`src/rtl/assert_macros.svh`:
```
// Assertion macros for the RTL that checks itself.
// No dependencies; included by the top level.
`ifndef ASSERT_MACROS_SVH
`define ASSERT_MACROS_SVH

// Property that must hold at every clock edge outside reset.
`define ASSERT_CLK(label, clk, rst_n, prop, msg) \
    label: assert property (@(posedge clk) disable iff (!rst_n) (prop)) else $error(msg);

// Condition that must never be seen outside reset.
`define ASSERT_NEVER(label, clk, rst_n, cond, msg) \
    label: assert property (@(posedge clk) disable iff (!rst_n) !(cond)) else $error(msg);

`endif

```
`src/rtl/hem_pkg.sv`:
```
// Shared types, constants and helpers for the heavy edge matcher.
// No dependencies; used by every module of the block.
package hem_pkg;

    localparam int NUM_VERTICES = 4096;
    localparam int ADDR_BITS    = $clog2(NUM_VERTICES);
    localparam int VTX_W        = 12;
    localparam int WEIGHT_BITS  = 16;
    localparam int LIMIT_W      = 17;
    localparam int STATUS_W     = 2;

    localparam logic [LIMIT_W-1:0] LIMIT_RESET = {LIMIT_W{1'b1}};

    // item kinds
    localparam logic KIND_EDGE  = 1'b0;
    localparam logic KIND_CLEAR = 1'b1;

    // result status codes
    localparam logic [STATUS_W-1:0] ST_MATCHED = 2'd0;
    localparam logic [STATUS_W-1:0] ST_NONE    = 2'd1;
    localparam logic [STATUS_W-1:0] ST_ALREADY = 2'd2;

    localparam logic [VTX_W-1:0] NO_PARTNER = '0;

    typedef logic [VTX_W-1:0]       vtx_t;
    typedef logic [WEIGHT_BITS-1:0] wgt_t;
    typedef logic [ADDR_BITS-1:0]   addr_t;

    typedef struct packed {
        logic rd_en;
        vtx_t src;
        vtx_t nbr;
    } rd_req_t;

    typedef struct packed {
        logic wr_en;
        vtx_t src;
        vtx_t nbr;
    } wr_req_t;

    typedef struct packed {
        logic busy;
        logic src_matched;
        logic nbr_matched;
    } store_stat_t;

    function automatic addr_t to_addr(vtx_t v);
        return ADDR_BITS'(v);
    endfunction

    function automatic logic in_range(vtx_t v);
        return 33'(v) < 33'(NUM_VERTICES);
    endfunction

endpackage

```
`src/rtl/hem_select.sv`:
```
// Decision stage: per-vertex best-edge tracking, match write request and
// result register. Uses hem_pkg; driven by the store status of hem_match_store.
module hem_select (
    input  logic                          aclk,
    input  logic                          aresetn,
    input  logic [hem_pkg::LIMIT_W-1:0]   limit,
    input  logic                          in_valid,
    output logic                          in_ready,
    input  logic                          in_kind,
    input  hem_pkg::vtx_t                 in_vertex,
    input  hem_pkg::wgt_t                 in_vertex_weight,
    input  logic                          in_has_edge,
    input  hem_pkg::vtx_t                 in_neighbor,
    input  hem_pkg::wgt_t                 in_neighbor_weight,
    input  hem_pkg::wgt_t                 in_edge_weight,
    input  logic                          in_last,
    output logic                          out_valid,
    input  logic                          out_ready,
    output hem_pkg::vtx_t                 out_vertex,
    output hem_pkg::vtx_t                 out_partner,
    output logic [hem_pkg::STATUS_W-1:0]  out_status,
    input  hem_pkg::store_stat_t          stat,
    output hem_pkg::rd_req_t              rd,
    output hem_pkg::wr_req_t              wr,
    output logic                          clear_start
);
    import hem_pkg::*;

    logic s1_valid_reg, s1_valid_next;
    logic s1_kind_reg, s1_has_edge_reg, s1_last_reg;
    vtx_t s1_vertex_reg, s1_nbr_reg;
    wgt_t s1_vw_reg, s1_nw_reg, s1_ew_reg;

    logic mid_reg, mid_next;
    logic have_best_reg, have_best_next;
    logic src_am_reg, src_am_next;
    wgt_t best_pri_reg, best_pri_next;
    vtx_t best_par_reg, best_par_next;

    logic                out_valid_reg, out_valid_next;
    vtx_t                out_vertex_reg, out_partner_reg;
    logic [STATUS_W-1:0] out_status_reg;

    logic                out_free, s1_adv, accept, emit;
    logic                src_am, hb, elig, take, new_hb;
    wgt_t                new_pri;
    vtx_t                new_par;
    logic [LIMIT_W-1:0]  wsum;
    vtx_t                res_partner;
    logic [STATUS_W-1:0] res_status;

    assign out_free = !out_valid_reg || out_ready;
    assign s1_adv   = s1_valid_reg && (s1_kind_reg || !s1_last_reg || out_free);
    assign in_ready = !stat.busy && !(s1_valid_reg && s1_kind_reg) &&
                      (!s1_valid_reg || s1_adv);
    assign accept   = in_valid && in_ready;

    assign rd.rd_en = accept;
    assign rd.src   = in_vertex;
    assign rd.nbr   = in_neighbor;

    assign clear_start = s1_valid_reg && s1_kind_reg;

    // candidate evaluation
    always_comb begin
        src_am  = mid_reg ? src_am_reg : stat.src_matched;
        hb      = mid_reg && have_best_reg;
        wsum    = LIMIT_W'(s1_vw_reg) + LIMIT_W'(s1_nw_reg);
        elig    = s1_has_edge_reg && !src_am && !stat.nbr_matched && (wsum <= limit);
        take    = elig && (!hb || (best_pri_reg < s1_ew_reg));
        new_hb  = hb || take;
        new_pri = take ? s1_ew_reg  : best_pri_reg;
        new_par = take ? s1_nbr_reg : best_par_reg;
    end

    always_comb begin
        priority if (src_am) begin
            res_status  = ST_ALREADY;
            res_partner = NO_PARTNER;
        end else if (new_hb) begin
            res_status  = ST_MATCHED;
            res_partner = new_par;
        end else begin
            res_status  = ST_NONE;
            res_partner = NO_PARTNER;
        end
    end

    assign emit      = s1_adv && !s1_kind_reg && s1_last_reg;
    assign wr.wr_en  = emit && (res_status == ST_MATCHED);
    assign wr.src    = s1_vertex_reg;
    assign wr.nbr    = new_par;

    always_comb begin
        mid_next       = mid_reg;
        have_best_next = have_best_reg;
        src_am_next    = src_am_reg;
        best_pri_next  = best_pri_reg;
        best_par_next  = best_par_reg;
        if (s1_adv) begin
            if (s1_kind_reg) begin
                mid_next       = 1'b0;
                have_best_next = 1'b0;
            end else begin
                src_am_next    = src_am;
                best_pri_next  = new_pri;
                best_par_next  = new_par;
                mid_next       = !s1_last_reg;
                have_best_next = !s1_last_reg && new_hb;
            end
        end
    end

    always_comb begin
        s1_valid_next = s1_valid_reg;
        if (accept) begin
            s1_valid_next = 1'b1;
        end else if (s1_adv) begin
            s1_valid_next = 1'b0;
        end
        out_valid_next = out_valid_reg;
        if (emit) begin
            out_valid_next = 1'b1;
        end else if (out_ready) begin
            out_valid_next = 1'b0;
        end
    end

    always_ff @(posedge aclk) begin
        if (!aresetn) begin
            s1_valid_reg  <= 1'b0;
            out_valid_reg <= 1'b0;
            mid_reg       <= 1'b0;
            have_best_reg <= 1'b0;
            src_am_reg    <= 1'b0;
            best_pri_reg  <= '0;
            best_par_reg  <= '0;
        end else begin
            s1_valid_reg  <= s1_valid_next;
            out_valid_reg <= out_valid_next;
            mid_reg       <= mid_next;
            have_best_reg <= have_best_next;
            src_am_reg    <= src_am_next;
            best_pri_reg  <= best_pri_next;
            best_par_reg  <= best_par_next;
        end
    end

    always_ff @(posedge aclk) begin
        if (accept) begin
            s1_kind_reg     <= in_kind;
            s1_vertex_reg   <= in_vertex;
            s1_vw_reg       <= in_vertex_weight;
            s1_has_edge_reg <= in_has_edge;
            s1_nbr_reg      <= in_neighbor;
            s1_nw_reg       <= in_neighbor_weight;
            s1_ew_reg       <= in_edge_weight;
            s1_last_reg     <= in_last;
        end
        if (emit) begin
            out_vertex_reg  <= s1_vertex_reg;
            out_partner_reg <= res_partner;
            out_status_reg  <= res_status;
        end
    end

    assign out_valid   = out_valid_reg;
    assign out_vertex  = out_vertex_reg;
    assign out_partner = out_partner_reg;
    assign out_status  = out_status_reg;

endmodule

```
`config.mk`:
```
export PLATFORM = sky130hd
export DESIGN_NAME = hem_select
export DESIGN_NICKNAME = d
export VERILOG_FILES = /design/src/rtl/assert_macros.svh /design/src/rtl/hem_pkg.sv /design/src/rtl/hem_select.sv
export SDC_FILE = /design/constraint.sdc
export NUM_CORES = 1
export LEC_CHECK = 0
export ABC_AREA = 1
export BUFFER_PORTS_ARGS = -buffer_cell sky130_fd_sc_hd__buf_2
export CORE_ASPECT_RATIO = 1.2
export CORE_MARGIN = 5
export CORE_UTILIZATION = 46
export DETAILED_ROUTE_END_ITERATION = 10
export GPL_ROUTABILITY_DRIVEN = 0
export PLACE_DENSITY = 0.8
export SLEW_MARGIN = 20
export SYNTH_ARGS = -nofsm -noshare
export SYNTH_HDL_FRONTEND = slang
export SYNTH_SLANG_ARGS = --single-unit
```
`constraint.sdc`:
```
create_clock -name aclk -period 10.93 [get_ports aclk]
set_input_delay 0.5465 -clock aclk [delete_from_list [all_inputs] [get_ports aclk]]
set_output_delay 0.5465 -clock aclk [all_outputs]
set_load 0.05 [all_outputs]
```
# Word level (Yosys, flattened, before mapping)
# Cells that the tools add are included.
dict set report totals {
  wordCells 68
  output_inout_bits 79
  ff_bits 134
  inputBits 99
}
dict set report classes {
  order_cmp 2
  reduce_logical 35
  add_sub_neg 1
  muxes 10
  bitwise 2
}
# operator n
set op_table {}
lappend op_table {{$add 16x16->17} 1}
lappend op_table {{$le 17x17->1} 1}
lappend op_table {{$lt 16x16->1} 1}
lappend op_table {{$logic_and 1x1->1} 14}
lappend op_table {{$mux 12} 1}
lappend op_table {{$logic_not 1->1} 9}
lappend op_table {{$mux 1} 8}
lappend op_table {{$logic_or 1x1->1} 6}
lappend op_table {{$reduce_bool 2->1} 2}
lappend op_table {{$reduce_and 3->1} 1}
lappend op_table {{$logic_not 2->1} 1}
lappend op_table {{$mux 2} 1}
lappend op_table {{$not 1->1} 2}
lappend op_table {{$reduce_and 2->1} 1}
lappend op_table {{$reduce_or 2->1} 1}

# Logic depth before layout (Yosys ltp)
dict set report logic_depth {
  ltp_word 11
  depth_mapped 23
  ltp_nobuf 22
}

# Worst setup path before layout
# Ideal clock, no wire load.
dict set report synth_timing {
  kind {register to output}
  startpoint {register out_valid_reg, in the netlist out_valid}
  endpoint {output port rd[24] in the netlist's numbering}
  slack_ns 5.778
  t_required_ns 10.384
  path_stages_with_launch 9
  path_buffers 1
  t_arrival_ns 4.605
  path_cell_list {dfxtp_1 -> inv_1 -> nor2_1 -> inv_1 -> nor2_1 -> nand2_1 -> nand3_1 -> nor2_1 -> buf_4}
}
dict set report synth_via {
  elab_chain_len 7
}
# element line_no
set synth_rtl {}
lappend synth_rtl {{start, declared} hem_select.sv:40} ;# logic out_valid_reg, out_valid_next;
lappend synth_rtl {{start signal, assigned} hem_select.sv:140} ;# out_valid_reg <= out_valid_next;
lappend synth_rtl {{$logic_not 1->1} hem_select.sv:52} ;# assign out_free = !out_valid_reg || out_ready;
lappend synth_rtl {{$logic_or 1x1->1} hem_select.sv:52}
lappend synth_rtl {{$logic_or 1x1->1} hem_select.sv:53} ;# assign s1_adv = s1_valid_reg && (s1_kind_reg || !s1_last_reg || out_free);
lappend synth_rtl {{$logic_and 1x1->1} hem_select.sv:53}
lappend synth_rtl {{$logic_or 1x1->1} hem_select.sv:55} ;# (!s1_valid_reg || s1_adv);
lappend synth_rtl {{$logic_and 1x1->1} hem_select.sv:54} ;# assign in_ready = !stat.busy && !(s1_valid_reg && s1_kind_reg) &&
lappend synth_rtl {{$logic_and 1x1->1} hem_select.sv:56} ;# assign accept = in_valid && in_ready;
lappend synth_rtl {{end, declared} hem_select.sv:23} ;# output hem_pkg::rd_req_t rd,
# No other way between the ends.

==> results.toml <==
[routing]
antenna_left = 0
first_pass_iters = 4
drtIter0Drc = 338
vias = 5084
drc = 0
routed_via_density = 4.75
wl_per_cell_um = 13.9
finalWirelength_mm = 14.9

[power]
leakage_uw = 0.00405
p_per_area_nw_per_um2 = 153
ir_drop_v = 0.000101

[placement]
dp_cells = 1039
dp_hpwl_mm = 11.0
numPortBuffers = 177

[logic_synthesis]
synth_area_leaders = "edfxtp_1 (45%), dfxtp_1 (9.8%), ha_1 (8.9%)"
async_flop_share_pct = 0
synth_nets = 874
synth_edf_count = 101
synth_top_flop_cell = "edfxtp_1"
synth_most_common_cell = "nand2_1"
synthTopCellsByCount = "nand2_1 (160), inv_1 (157), edfxtp_1 (101)"
synth_area_per_cell_sq_um = 9.30
ys_seq_area_share_pct = 54.7
yosysUniqueCellTypes = 27
yosysTopAreaCell = "edfxtp_1"
netlist_area_sq_um = 6760
yosys_warnings = 0
synth-seq-cells = 134
synth_top_area_share_pct = 44.9
netlist_instances = 726

[die]
die_y_um = 143
core_sq_um = 14400
fp.dieW_um = 121
die_area_sq_um = 17200
std_cell_rows = 48
io_pins = 178
initial_core_util_pct = 46.9

[cells_and_area]
fin_util_pct = 56.6
layout-drive-gt1-share_pct = 24.2
area_growth_pct = 20.8
antennaDiodeCount = 0
fin_cells = 1071
fin_nets = 1031

[sta]
hold_violations = 0
setup_viol = 0
worstMarginPinSlew_ps = 965
relSlewSlack_pct = 35.7
finClkSkew_ps = 12.9
period_needed_ps = 5330
rsz0062_at_grt = "no"
fin_crit_sh_pct = 48.7
max_freq_mhz = 188
fin_setup_tns_ps = 0
slew_violations = 0

[clock_tree]
clk_path_buf_depth = 2
cts_sinks = 134
htreeDepth = 4
post_cts_resized = 0
post_cts_buffers = 0
hold_buffers = 0
ctsRootBufferMaster = "clkbuf_16"
cts_tree = "yes"
clkSlewWorstSetupHoldPaths_ps = 60
cts_made_buffers = 17
worstSkewPairLatency_ps = 420

[grt]
antenna_found_initial = 1
track_usage_pct = 17.6
grt_pass1_wl_mm = 23.7
grt_pass1_vias = 4934
grt-ovfl-total = 0
grt_max_degree = 76

[worst_hold_path]
hold_path.startpoint = "in_edge_weight[3]"
hp-class = "in2reg"

[run]
cap_viol_max_count = 0

[worst_setup_path]
critPathRequiredTime_ps = 10380
worstSetupPathType = "reg2out"
cp-end-kind = "output pin"
cp_max_fo = 42
crit_arrival_ps = 4780
timing.rr.start = "s1_vw_reg[0]"
start_kind = "flip-flop"
startpoint = "s1_vw_reg[0]"

[status]
status = "complete, no violations"
[layout by cell type, fill, tap and decap left out, types with 3 or more instances in the layout]
cell	count
clkinv_2	3
xor2_1	10
a21oi_1	30
inv_1	156
inv_2	4
buf_4	4
clkinvlp_4	4
nand2_1	160
edfxtp_1	101
clkbuf_16	17
xnor2_1	4
nor3_1	3
ha_1	48
o21ai_0	9
a21o_1	3
buf_2	177
nand3_1	21
nand4_1	31
nor2_1	60
dfxtp_1	33
[through the flow]
stage	hold WS [ps]	setup slack [ps]	power, uW	instance area (sq um)
final	303	5600	1250	8160
after global routing	284	5120	1310	8160
after CTS	283	5550	1260	8160
after detailed placement	430	6000	741	7620
after global placement	424	6200	737	7620
after floorplan	444	5780	698	6760
[where the power goes]
group / switching [uW] / internal [uW] / leakage, uW
Clock: 209 / 310 / 0.000254
Sequential: 4.78 / 564 / 0.00119
Combinational: 110 / 51.6 / 0.00261
Total: 324 / 925 / 0.00405
[cell type report]
cell class / count / area, sq um
Fill cell: 1289 / 6250
Sequential cell: 134 / 3690
Multi-Input combinational cell: 389 / 2190
Timing Repair Buffer: 181 / 916
Inverter: 160 / 601
Clock buffer: 19 / 433
Tap cell: 175 / 219
Clock inverter: 13 / 109
[worst max-delay path, stage by stage, from the launching register on]
cell	delay [ps]
edfxtp_1	340
ha_1	170
inv_1	50
fa_1	390
o21ai_0	390
nand4_1	150
nand3_1	180
nand2_1	70
nand2_1	90
xor2_1	150
inv_1	60
ha_1	290
nand2_1	60
nor2_1	130
nand2_1	60
inv_1	80
nand3_1	140
a21oi_4	180
buf_4	390
nand2_1	400
nand2_1	170
nand2_1	100
inv_1	60
buf_2	250
[routing by layer]
metal	track usage, %	up-vias	share of wire [%]
li1	-	2601	-
met1	20.2	2311	40
met2	31.1	142	52
met3	4.24	28	5.3
met4	7.88	2	2.1
met5	0	-	0.047
[kinds of logic (layout without fill, tap and decap cells)]
logic type                 count (synthesis)  in the layout  synth area share (%)
xor gates and xnor gates                  14             14                  1.82
AOI/OAI and AO/OA                         48             48                  3.98
adders and majority gates                 49             49                  9.19
and+or+nand+nor                          278            278                  17.3
buffers and inverters                    203            373                  13.0
DFF                                      134            134                  54.7
[path summary, 6_finish.rpt]
path | depth (start not counted) | slack (ps) | to
worst max-delay path | 23 | 5600 | wr[7]
worst min-delay path | 1 | 300 | s1_ew_reg[3]
worst max register to register | 22 | 6620 | out_partner[6]
worst min register to register | 0 | 440 | out_vertex[8]
Note: power is estimated with default switching activity, not from simulation.
